File: config.mk
export PLATFORM = sky130hd
export DESIGN_NAME = linked_task_queue_manager
export DESIGN_NICKNAME = d
export VERILOG_FILES = /design/src/rtl/ltqm_pkg.sv /design/src/rtl/linked_task_queue_manager.sv /design/src/rtl/ltqm_ram.sv
export SDC_FILE = /design/constraint.sdc
export NUM_CORES = 1
export LEC_CHECK = 0
export ABC_AREA = 1
export BUFFER_PORTS_ARGS = -buffer_cell sky130_fd_sc_hd__buf_4
export CORE_AREA = 8 8 248 250
export CTS_CLUSTER_SIZE = 40
export DETAILED_ROUTE_END_ITERATION = 10
export DIE_AREA = 0 0 256 258
export SLEW_MARGIN = 20
export SYNTH_ARGS = -nofsm -noshare
export SYNTH_HDL_FRONTEND = slang
export SYNTH_SLANG_ARGS = --single-unit
File: constraint.sdc
create_clock -name clk -period 3 [get_ports clk]
set_input_delay 0.3 -clock clk [delete_from_list [all_inputs] [get_ports clk]]
set_output_delay 0.3 -clock clk [all_outputs]
set_load 0.01 [all_outputs]
File: src/rtl/ltqm_pkg.sv
// Package for the linked task queue manager.
// Holds request/result structs, opcodes and status codes; no dependencies.
package ltqm_pkg;

  // Opcodes
  localparam logic [1:0] OP_CLEAR  = 2'd0;
  localparam logic [1:0] OP_APPEND = 2'd1;
  localparam logic [1:0] OP_POP    = 2'd2;
  localparam logic [1:0] OP_REMOVE = 2'd3;

  // Status codes
  localparam logic [1:0] ST_OK       = 2'd0;
  localparam logic [1:0] ST_EMPTY    = 2'd1;
  localparam logic [1:0] ST_NOTFOUND = 2'd2;

  typedef struct packed {
    logic [1:0] opcode;
    logic [1:0] queue_id;
    logic [5:0] task_id;
  } ltqm_req_t;

  typedef struct packed {
    logic [1:0] status;
    logic [5:0] popped_task;
    logic       now_empty;
  } ltqm_rsp_t;

endpackage

File: src/rtl/linked_task_queue_manager.sv
// Linked task queue manager: FIFO task queues sharing one link memory.
// Clear, out-of-range and rejected requests and append to an empty queue finish in IDLE;
// other appends pass APPEND2, pop passes POP and remove at the head passes RM_HEAD;
// remove further down walks links in WALK, then passes RM_FIX and RM_CLR; a remove that
// misses ends in WALK at the null link or at the step limit.
// Throughput: one request in flight, busy until its result; the receiver cannot stall.
// Reset clears all heads and tails; the link RAM is not cleared.
// Depends on ltqm_pkg and ltqm_ram.
module linked_task_queue_manager
  import ltqm_pkg::*;
#(
  parameter int NUM_TASKS  = 64,
  parameter int NUM_QUEUES = 4
) (
  input  logic      clk,
  input  logic      rst,
  input  logic      start,
  output logic      busy,
  input  ltqm_req_t request,
  output logic      done,
  output ltqm_rsp_t result
);

  localparam int LW = $clog2(NUM_TASKS + 1);              // link width, includes null
  localparam int AW = $clog2(NUM_TASKS);                  // link RAM address width
  localparam int QW = (NUM_QUEUES > 1) ? $clog2(NUM_QUEUES) : 1;
  localparam int SW = $clog2(NUM_TASKS + 1);              // walk step counter
  localparam logic [LW-1:0] NIL = LW'(NUM_TASKS);

  typedef enum logic [2:0] {
    IDLE, APPEND2, POP, RM_HEAD, WALK, RM_FIX, RM_CLR
  } state_t;

  state_t          state;
  logic [LW-1:0]   head [NUM_QUEUES];
  logic [LW-1:0]   tail [NUM_QUEUES];
  logic [QW-1:0]   qi;
  logic [LW-1:0]   tsk;
  logic [LW-1:0]   prev;
  logic [SW-1:0]   steps;

  // link RAM ports
  logic            we;
  logic [AW-1:0]   waddr;
  logic [LW-1:0]   wdata;
  logic [AW-1:0]   raddr;
  logic [LW-1:0]   rdata;

  // request decode
  logic [QW-1:0]   in_q;
  logic [LW-1:0]   in_t;
  logic            q_ok;
  logic            t_ok;
  logic [LW-1:0]   in_head;
  logic [LW-1:0]   cur_head;
  logic [LW-1:0]   cur_tail;

  assign busy     = (state != IDLE);
  assign in_q     = QW'(request.queue_id);
  assign in_t     = LW'(request.task_id);
  assign q_ok     = int'(request.queue_id) < NUM_QUEUES;
  assign t_ok     = int'(request.task_id) < NUM_TASKS;
  assign in_head  = head[in_q];
  assign cur_head = head[qi];
  assign cur_tail = tail[qi];

  function automatic ltqm_rsp_t mk_rsp(logic [1:0] st, logic [5:0] pt, logic em);
    ltqm_rsp_t r;
    r.status      = st;
    r.popped_task = pt;
    r.now_empty   = em;
    return r;
  endfunction

  ltqm_ram #(
    .WIDTH (LW),
    .DEPTH (NUM_TASKS)
  ) u_link_ram (
    .clk   (clk),
    .we    (we),
    .waddr (waddr),
    .wdata (wdata),
    .raddr (raddr),
    .rdata (rdata)
  );

  // Link RAM access per state
  always_comb begin
    we    = 1'b0;
    waddr = '0;
    wdata = NIL;
    raddr = '0;
    case (state)
      IDLE: begin
        // append clears the new task's link; pop/remove fetch the head's link
        if (start && q_ok && t_ok && request.opcode == OP_APPEND) begin
          we    = 1'b1;
          waddr = AW'(request.task_id);
        end
        raddr = AW'(in_head);
      end
      APPEND2: begin
        we    = (cur_tail != NIL);
        waddr = AW'(cur_tail);
        wdata = tsk;
      end
      POP: begin
        we    = 1'b1;
        waddr = AW'(cur_head);
      end
      RM_HEAD: begin
        we    = 1'b1;
        waddr = AW'(tsk);
      end
      WALK: begin
        // follow the link; if it is the target this fetches the target's link
        raddr = AW'(rdata);
      end
      RM_FIX: begin
        we    = 1'b1;
        waddr = AW'(prev);
        wdata = rdata;
      end
      RM_CLR: begin
        we    = 1'b1;
        waddr = AW'(tsk);
      end
      default: begin
        we = 1'b0;
      end
    endcase
  end

  // Sequencer, head/tail registers and result register
  always_ff @(posedge clk) begin
    if (rst) begin
      state <= IDLE;
      done  <= 1'b0;
      for (int i = 0; i < NUM_QUEUES; i++) begin
        head[i] <= NIL;
        tail[i] <= NIL;
      end
    end else begin
      done <= 1'b0;
      case (state)
        IDLE: begin
          if (start) begin
            qi  <= in_q;
            tsk <= in_t;
            if (!q_ok) begin
              done <= 1'b1;
              case (request.opcode)
                OP_POP:    result <= mk_rsp(ST_EMPTY, 6'd0, 1'b1);
                OP_REMOVE: result <= mk_rsp(ST_NOTFOUND, 6'd0, 1'b1);
                default:   result <= mk_rsp(ST_OK, 6'd0, 1'b1);
              endcase
            end else begin
              case (request.opcode)
                OP_CLEAR: begin
                  head[in_q] <= NIL;
                  tail[in_q] <= NIL;
                  done       <= 1'b1;
                  result     <= mk_rsp(ST_OK, 6'd0, 1'b1);
                end
                OP_APPEND: begin
                  if (!t_ok) begin
                    done   <= 1'b1;
                    result <= mk_rsp(ST_NOTFOUND, 6'd0, in_head == NIL);
                  end else if (in_head == NIL) begin
                    head[in_q] <= in_t;
                    tail[in_q] <= in_t;
                    done       <= 1'b1;
                    result     <= mk_rsp(ST_OK, 6'd0, 1'b0);
                  end else begin
                    state <= APPEND2;
                  end
                end
                OP_POP: begin
                  if (in_head == NIL) begin
                    done   <= 1'b1;
                    result <= mk_rsp(ST_EMPTY, 6'd0, 1'b1);
                  end else begin
                    state <= POP;
                  end
                end
                default: begin
                  // remove
                  if (in_head == NIL || !t_ok) begin
                    done   <= 1'b1;
                    result <= mk_rsp(ST_NOTFOUND, 6'd0, in_head == NIL);
                  end else if (in_head == in_t) begin
                    state <= RM_HEAD;
                  end else begin
                    prev  <= in_head;
                    steps <= '0;
                    state <= WALK;
                  end
                end
              endcase
            end
          end
        end
        APPEND2: begin
          tail[qi] <= tsk;
          done     <= 1'b1;
          result   <= mk_rsp(ST_OK, 6'd0, 1'b0);
          state    <= IDLE;
        end
        POP: begin
          // rdata holds the old head's successor
          head[qi] <= rdata;
          if (rdata == NIL) begin
            tail[qi] <= NIL;
          end
          done   <= 1'b1;
          result <= mk_rsp(ST_OK, 6'(cur_head), rdata == NIL);
          state  <= IDLE;
        end
        RM_HEAD: begin
          head[qi] <= rdata;
          if (cur_tail == tsk) begin
            tail[qi] <= NIL;
          end
          done   <= 1'b1;
          result <= mk_rsp(ST_OK, 6'd0, rdata == NIL);
          state  <= IDLE;
        end
        WALK: begin
          if (rdata == NIL) begin
            done   <= 1'b1;
            result <= mk_rsp(ST_NOTFOUND, 6'd0, 1'b0);
            state  <= IDLE;
          end else if (rdata == tsk) begin
            state <= RM_FIX;
          end else if (steps == SW'(NUM_TASKS - 1)) begin
            // step limit reached: queue is corrupt
            done   <= 1'b1;
            result <= mk_rsp(ST_NOTFOUND, 6'd0, 1'b0);
            state  <= IDLE;
          end else begin
            prev  <= rdata;
            steps <= steps + SW'(1);
          end
        end
        RM_FIX: begin
          // predecessor now skips the target
          if (cur_tail == tsk) begin
            tail[qi] <= prev;
          end
          state <= RM_CLR;
        end
        RM_CLR: begin
          done   <= 1'b1;
          result <= mk_rsp(ST_OK, 6'd0, 1'b0);
          state  <= IDLE;
        end
        default: begin
          state <= IDLE;
        end
      endcase
    end
  end

endmodule

File: src/rtl/ltqm_ram.sv
// Generic single-write, single-read RAM with registered read data.
// No dependencies.
module ltqm_ram #(
  parameter int WIDTH = 8,
  parameter int DEPTH = 64
) (
  input  logic                     clk,
  input  logic                     we,
  input  logic [$clog2(DEPTH)-1:0] waddr,
  input  logic [WIDTH-1:0]         wdata,
  input  logic [$clog2(DEPTH)-1:0] raddr,
  output logic [WIDTH-1:0]         rdata
);

  logic [WIDTH-1:0] mem [DEPTH];

  always_ff @(posedge clk) begin
    if (we) begin
      mem[waddr] <= wdata;
    end
    rdata <= mem[raddr];
  end

endmodule
==> metrics.txt, run 1 <==
number of buffers and inverters on the critical path=5; post-layout minimum cycle time=2.804 ns; CTS H-tree lvls=2; total half-perimeter wirelength after legalization and detailed placement=46,420 um; pin slew with the least headroom to its limit=0.7408 ns; Area growth, synth to finish=15.54%; areal power density over the cells=749.9 nW/um^2; fraction of synthesis flops using an asynchronous set or reset pin=0%; most numerous cell on the critical path=nand3_1; Static Leakage=11.84 nW; Filler cells=5,093; maximum buffer depth of the clock tree=3; vias=18.51k; initial core utilization=44.63%; worst vdd rail ir drop=0.0004923 V; worst slack at placement=0.1468 ns; via count of the first global-routing pass=17.83k; Slowest Stage Delay on Critical Path=0.53 ns; number of distinct standard cells referenced by the synthesized netlist=43; final standard cell area without fillers=29,580 sq um; Worst setup SP type=input port; number of max-slew violations in the final report=0; endpoint required time on the critical path=3.52 ns; smallest setup slack after layout=0.1960 ns; total nets after synthesis=2,514; die area=66,050 sq um; Pwr Total=22.18 mW; Clock Latency Late Sink=0.64 ns; endpoint of the most critical setup path=u_link_ram.rdata[5]; Std-Cell Rows=88; crit-path cells=dlygate4sd3_1 -> buf_4 -> inv_4 -> nand2_1 -> nand3_1 -> nand3_4 -> buf_12 -> buf_4 -> nand3b_1 -> nand3_1 -> nand3_1 -> nand3_1 -> nand3_1 -> nand3_1 -> nand2_1; instance area after placement=27,600 sq um; number of enable flip-flop cells after synthesis=535; Final Hold Fails=0; maximum fanout encountered on the critical timing path=77; Port Buffer Count=23; number of flip-flops and latches in the synthesized netlist=548; ratio of final minimum period to clock period=93.47%; wire length of the first global-routing pass=109,700 um; overall die height=258 um; count of nets after finishing=2,625; clock transition time at the flip-flop clock pins of the worst setup and hold paths=0.06 ns; Final setup violation count=0; TritonCTS clock tree=done; routed vias/inst=5.420; Setup Skew=0.02921 ns; top cell family by delay on the critical path=buffers and inverters; achievable clock frequency=0.3566 GHz; First DRT Iteration DRCs=1,759; total number of yosys warnings=0; RSZ-0062 raised after global routing=no; critical path data arrival time=3.32 ns; overall routing resource usage=21.32%; fraction of the core area covered by cells at the end of the flow=51.57%; Avg Cell Area, Syn=10.26 sq um; mapped cell area=25,600 sq um; global placer's final weighted congestion=0.9741; average wire length per cell after detail routing=21.12 um; # IOs=24; maximum number of pins on one net before global-route repair=132; internal reg-to-reg setup slack=0.23 ns; sequential-to-total area share from yosys stat=63.76%; number of clock sinks=548; outcome=completed; most used flip-flop cell after synthesis=edfxtp_1; clock root buffer=clkbuf_16; GRT overflow=0; layout cells sized above 1=12.53%; start-to-end type of the worst setup path=in -> reg; number of antenna violations at the first check in global routing=0; die width=256 um; core outline area=57,370 sq um; remaining antenna violation count after routing=0; tightest slew margin relative to the limit=50.44%; class of the worst hold path=in -> reg; number of cells traversed by the worst register-to-register path=13; endpoint of the worst register-to-register path=u_link_ram.mem[7][1]; placed instance count=3,302; final cell count without fillers=3,415; Critical path origin=request[6]; number of buffers added by the clock tree synthesis step=58; DRC violation count after routing=0; Critical R2R Launch=state[1]; max-cap check violation count=0; CP max-delay cell=dlygate4sd3_1; Stages on worst setup path=15; total length of routed wires=72,140 um; gate count after technology mapping=2,495; length of the first detailed-routing pass in iterations=6; kind of end point of the critical path=register; number of antenna diodes=0
## metal layers
layer	share of wire, %	global-route usage, %	vias up
li1	-	-	8724
met1	43	28.75	8992
met2	47	35.09	656
met3	6.7	3.111	137
met4	3.3	7.568	0
met5	0	0	-
## stage by stage
step | setup TNS (ns) | hold slack, ns
final | 0 | 0.1708
after global routing | 0 | 0.1802
after CTS | 0 | 0.1450
after detailed placement | 0 | 0.5020
after global placement | 0 | 0.5030
after floorplan | -99.09 | 0.3989
## flip-flops by register name (all words and copies together) (netlist names), named ones only
signal            count
state                 3
u_link_ram.mem      448
head                 28
prev                  7
u_link_ram.rdata      7
result                9
tail                 28
done                  1
steps                 7
qi                    2
tsk                   6
## synth_stat cells, types with 3 or more instances
master,instances,area (sq um)
ha_1,6,75.07
o21ai_1,9,45.04
nor2_1,153,574.3
nor3_1,13,65.06
inv_2,12,45.04
buf_2,73,365.4
nand3_1,546,2733
a21boi_0,3,22.52
nand3b_1,162,1216
buf_4,7,52.55
buf_6,4,45.04
edfxtp_1,535,16070
buf_1,15,56.30
inv_1,321,1205
clkbuf_1,37,138.9
dfxtp_1,13,260.3
o21ai_0,38,190.2
o22ai_1,16,100.1
nand4_1,7,43.79
nand2_1,452,1697
xor2_1,4,35.03
a21oi_1,17,85.08
nor3_2,3,30.03
nand2_4,7,78.83
nand2_2,13,81.33
nand3_2,5,50.05
## worst min-delay path: stages
cell    delay (ns)
buf_4         0.10
ha_1          0.13
inv_1         0.03
nor2_1        0.12
## how the worst min path moves through the flow
| stage | from | to | slack [ns] | cells past startpoint |
|---|---|---|---|---|
| finish | request[9] | result[7] | 0.17 | 4 |
| floorplan | request[6] | qi[0] | 0.40 | 0 |
| global route | request[9] | result[7] | 0.18 | 4 |
| global placement | request[4] | tsk[4] | 0.50 | 1 |
| detailed placement | request[4] | tsk[4] | 0.50 | 1 |
| CTS | request[9] | result[7] | 0.14 | 4 |
## timing repair
action                                 4_1_cts  5_1_grt
resized for setup                            0        4
setup buffers                                0        0
endpoints found under the hold margin       13        0
hold buffers                                 9        0
setup endpoints to repair                    0       10
## cell families (layout without fill, tap and decap cells)
| group | Yosys count | after routing | share of synthesized area, % |
|---|---|---|---|
| XOR/XNOR | 5 | 5 | 0.1710 |
| AND/OR/NAND/NOR | 1372 | 1372 | 26.22 |
| AO/OA/AOI/OAI | 92 | 92 | 2.038 |
| flip-flops | 548 | 548 | 63.76 |
| buffers and inverters | 472 | 627 | 7.516 |
| adder cells (fa/ha/maj) | 6 | 6 | 0.2932 |
## power breakdown
group | internal [mW] | total, mW | switching (mW)
sequential | 8.76 | 8.98 | 0.223
combinational | 1.81 | 6.13 | 4.31
clock | 4.10 | 7.07 | 2.97
total | 14.7 | 22.2 | 7.51
## cells in the final DEF (no fill, tap or decap), types with 13 or more instances in the layout
| master | instances |
|---|---|
| a21oi_1 | 17 |
| edfxtp_1 | 535 |
| clkbuf_1 | 13 |
| buf_4 | 158 |
| clkbuf_16 | 63 |
| o21ai_0 | 38 |
| nand3_1 | 546 |
| inv_1 | 320 |
| buf_12 | 18 |
| clkinv_2 | 13 |
| nor2_1 | 153 |
| nand2_2 | 14 |
| nand3b_1 | 162 |
| nand2_1 | 450 |
## area by class of cell
type | instances | area (sq um) | share of cell area (%)
Timing Repair Buffer | 187 | 1659 | 5.608
Inverter | 336 | 1267 | 4.284
Clock buffer | 81 | 1694 | 5.727
Sequential cell | 548 | 16330 | 55.19
Multi-Input combinational cell | 1475 | 7496 | 25.34
Tap cell | 765 | 957.2 | 3.235
Clock inverter | 23 | 182.7 | 0.6175
No activity file was read; power rests on OpenSTA's default activity.
==> inputs of run 2 (changes only) <==
--- a/config.mk
+++ b/config.mk
@@ -11,6 +11,7 @@
 export CTS_CLUSTER_SIZE = 40
 export DETAILED_ROUTE_END_ITERATION = 10
 export DIE_AREA = 0 0 256 258
+export GPL_TIMING_DRIVEN = 0
 export SLEW_MARGIN = 20
 export SYNTH_ARGS = -nofsm -noshare
 export SYNTH_HDL_FRONTEND = slang
==> metrics.txt, run 2 (synthesis results as in run 1) <==
placed instance count=3,305 (+0.091%); count of nets after finishing=2,648 (+0.88%); Total Neg Setup Slack=0 ns (unchanged); number of clock sinks=548 (unchanged); final cell count without fillers=3,443 (+0.82%); Clock Latency Late Sink=0.65 ns (about the same); Hold Path Stages=4 (unchanged); via count of the first global-routing pass=18.80k (+5.4%); Largest register FFs=448 (unchanged); overall die height=258 um (unchanged); layer carrying the most global-route usage=met2; # IOs=24 (unchanged); number of buffers added by the clock tree synthesis step=58 (unchanged); areal power density over the cells=757.8 nW/um^2 (+1.1%); clock transition time at the flip-flop clock pins of the worst setup and hold paths=0.06 ns (about the same); number of cells traversed by the worst register-to-register path=10 (-3); global placer's final weighted congestion=0.9826 (+0.87%); number of antenna diodes=0 (unchanged); register containing the most flip-flops in the final layout=u_link_ram.mem; maximum buffer depth of the clock tree=3 (unchanged); tightest slew margin relative to the limit=23.81% (-27 points); post-layout minimum cycle time=2.908 ns (+0.1044 ns); Port Buffer Count=23 (unchanged); core outline area=57,370 sq um (unchanged); Setup Skew=0.04645 ns (+0.01725 ns); remaining antenna violation count after routing=0 (unchanged); Final Hold Fails=0 (unchanged); maximum number of pins on one net before global-route repair=45 (-66%); RSZ-0062 raised after global routing=yes; met2 global-route usage=38.24% (+3.2 points); DRC violation count after routing=0 (unchanged); vias=19.26k (+4.1%); pin slew with the least headroom to its limit=1.143 ns (+0.4020 ns); outcome=completed; class of the worst hold path=in -> reg; overall routing resource usage=23.76% (+2.4 points); wire length of the first global-routing pass=119,400 um (+8.8%); endpoint required time on the critical path=3.29 ns (-0.23 ns); CTS H-tree lvls=2 (unchanged); Worst setup SP type=register; Std-Cell Rows=88 (unchanged); Area growth, synth to finish=19.05%; total half-perimeter wirelength after legalization and detailed placement=56,930 um (+23%); TritonCTS clock tree=done; initial core utilization=44.63% (unchanged); clock root buffer=clkbuf_16; Filler cells=5,075 (-0.35%); layout cells sized above 1=15.83% (+3.3 points); routed vias/inst=5.594 (+3.2%); Final setup violation count=0 (unchanged); achievable clock frequency=0.3438 GHz (-3.6%); ratio of final minimum period to clock period=96.95% (+3.5 points); number of antenna violations at the first check in global routing=0 (unchanged); registers with the most flip-flops=u_link_ram.mem x448, head x28, tail x28; die area=66,050 sq um (unchanged); total length of routed wires=80,670 um (+12%); most frequent standard cell in the layout excluding fill and tap cells=nand3_1; average wire length per cell after detail routing=23.43 um (+11%); length of the first detailed-routing pass in iterations=6 (unchanged); number of max-slew violations in the final report=0 (unchanged); GRT overflow=0 (unchanged); met3 track utilization from global routing=4.730% (+1.6 points); worst vdd rail ir drop=0.0005579 V (+13%); Static Leakage=11.85 nW (about the same); GR met1 Demand/Resource=31.10% (+2.3 points); kind of end point of the critical path=register; critical path data arrival time=3.20 ns (-0.12 ns); highest-count cells in the layout ignoring fill and taps=545 x nand3_1, 535 x edfxtp_1, 432 x nand2_1; max-cap check violation count=0 (unchanged); start-to-end type of the worst setup path=reg -> reg; die width=256 um (unchanged); maximum fanout encountered on the critical timing path=10 (-87%); First DRT Iteration DRCs=2,214 (+26%)
-- run 2: changes by cell type in the layout (fill, tap and decap cells not counted), moves of 12 or more --
cell	before	now
clkinv_1	6	18
nand2_1	450	432
buf_16	0	17
nor2_4	2	72
buf_2	0	63
buf_4	158	41
clkbuf_2	0	22
nor2_1	153	78
clkbuf_1	13	30
-- run 2: final cells by class --
type | instances | area [sq um] | area share [%]
Tap cell | 765 | 957.2 | 3.140
Multi-Input combinational cell | 1475 | 8265 | 27.11
Clock buffer | 68 | 1489 | 4.884
Timing Repair Buffer | 74 | 1092 | 3.583
Clock inverter | 41 | 356.6 | 1.170
Inverter | 336 | 1272 | 4.174
Sequential cell | 548 | 16330 | 53.56
Buffer | 136 | 721.9 | 2.368
-- run 2: power by group --
group | internal [mW] | total [mW] | switching (mW)
Clock | 3.98 | 7.05 | 3.07
Sequential | 8.76 | 8.92 | 0.164
Combinational | 1.99 | 7.13 | 5.14
Total | 14.7 | 23.1 | 8.38
-- run 2: worst max-delay path, stage by stage, from the launching register on --
cell and delay [ns]:
dfxtp_1 0.36, inv_2 0.09, nor2_2 0.32, nand2_1 0.12
buf_2 0.28, o22ai_1 0.33, nor3_4 0.13, buf_12 0.15
nor2_2 0.27, nand2_4 0.24, nor2_4 0.29
-- run 2: path summary, 6_finish.rpt --
path                            startpoint               endpoint  slack [ns]
worst max register to register    state[0]  u_link_ram.mem[54][6]        0.09
worst min-delay path            request[7]               register        0.13
worst min register to register    steps[5]               steps[5]        0.61
worst max-delay path              state[0]  u_link_ram.mem[54][6]        0.09
-- run 2: layer usage --
layer	share of wire [%]	routed length, um	vias up
met5	0	0	-
met4	4.1	3315	0
met3	8.3	6725	184
met2	47	37930	890
met1	41	32700	9390
li1	-	-	8797
-- run 2: timing repair --
item,CTS,global route
hold buffers,8,0
endpoints found under the setup margin,481,511
hold endpoints to repair,8,0
pin swaps,9,38
gates cloned,0,0
buffers inserted,8,13
gates resized for setup,166,97
-- run 2: through the flow --
stage	setup WS [ns]	hold slack (ns)	cell area, sq um	util, %	power [mW]
final	0.09161	0.1297	30480	53.14	23.10
after global routing	-0.02841	0.1296	30480	53.14	23.91
after CTS	-0.1663	0.06214	30060	52.41	22.74
after detailed placement	-1.061	0.4933	27380	47.73	15.54
after global placement	-4.702	0.4911	26730	46.60	15.34
after floorplan	-0.2581	0.3989	25600	-	12.89
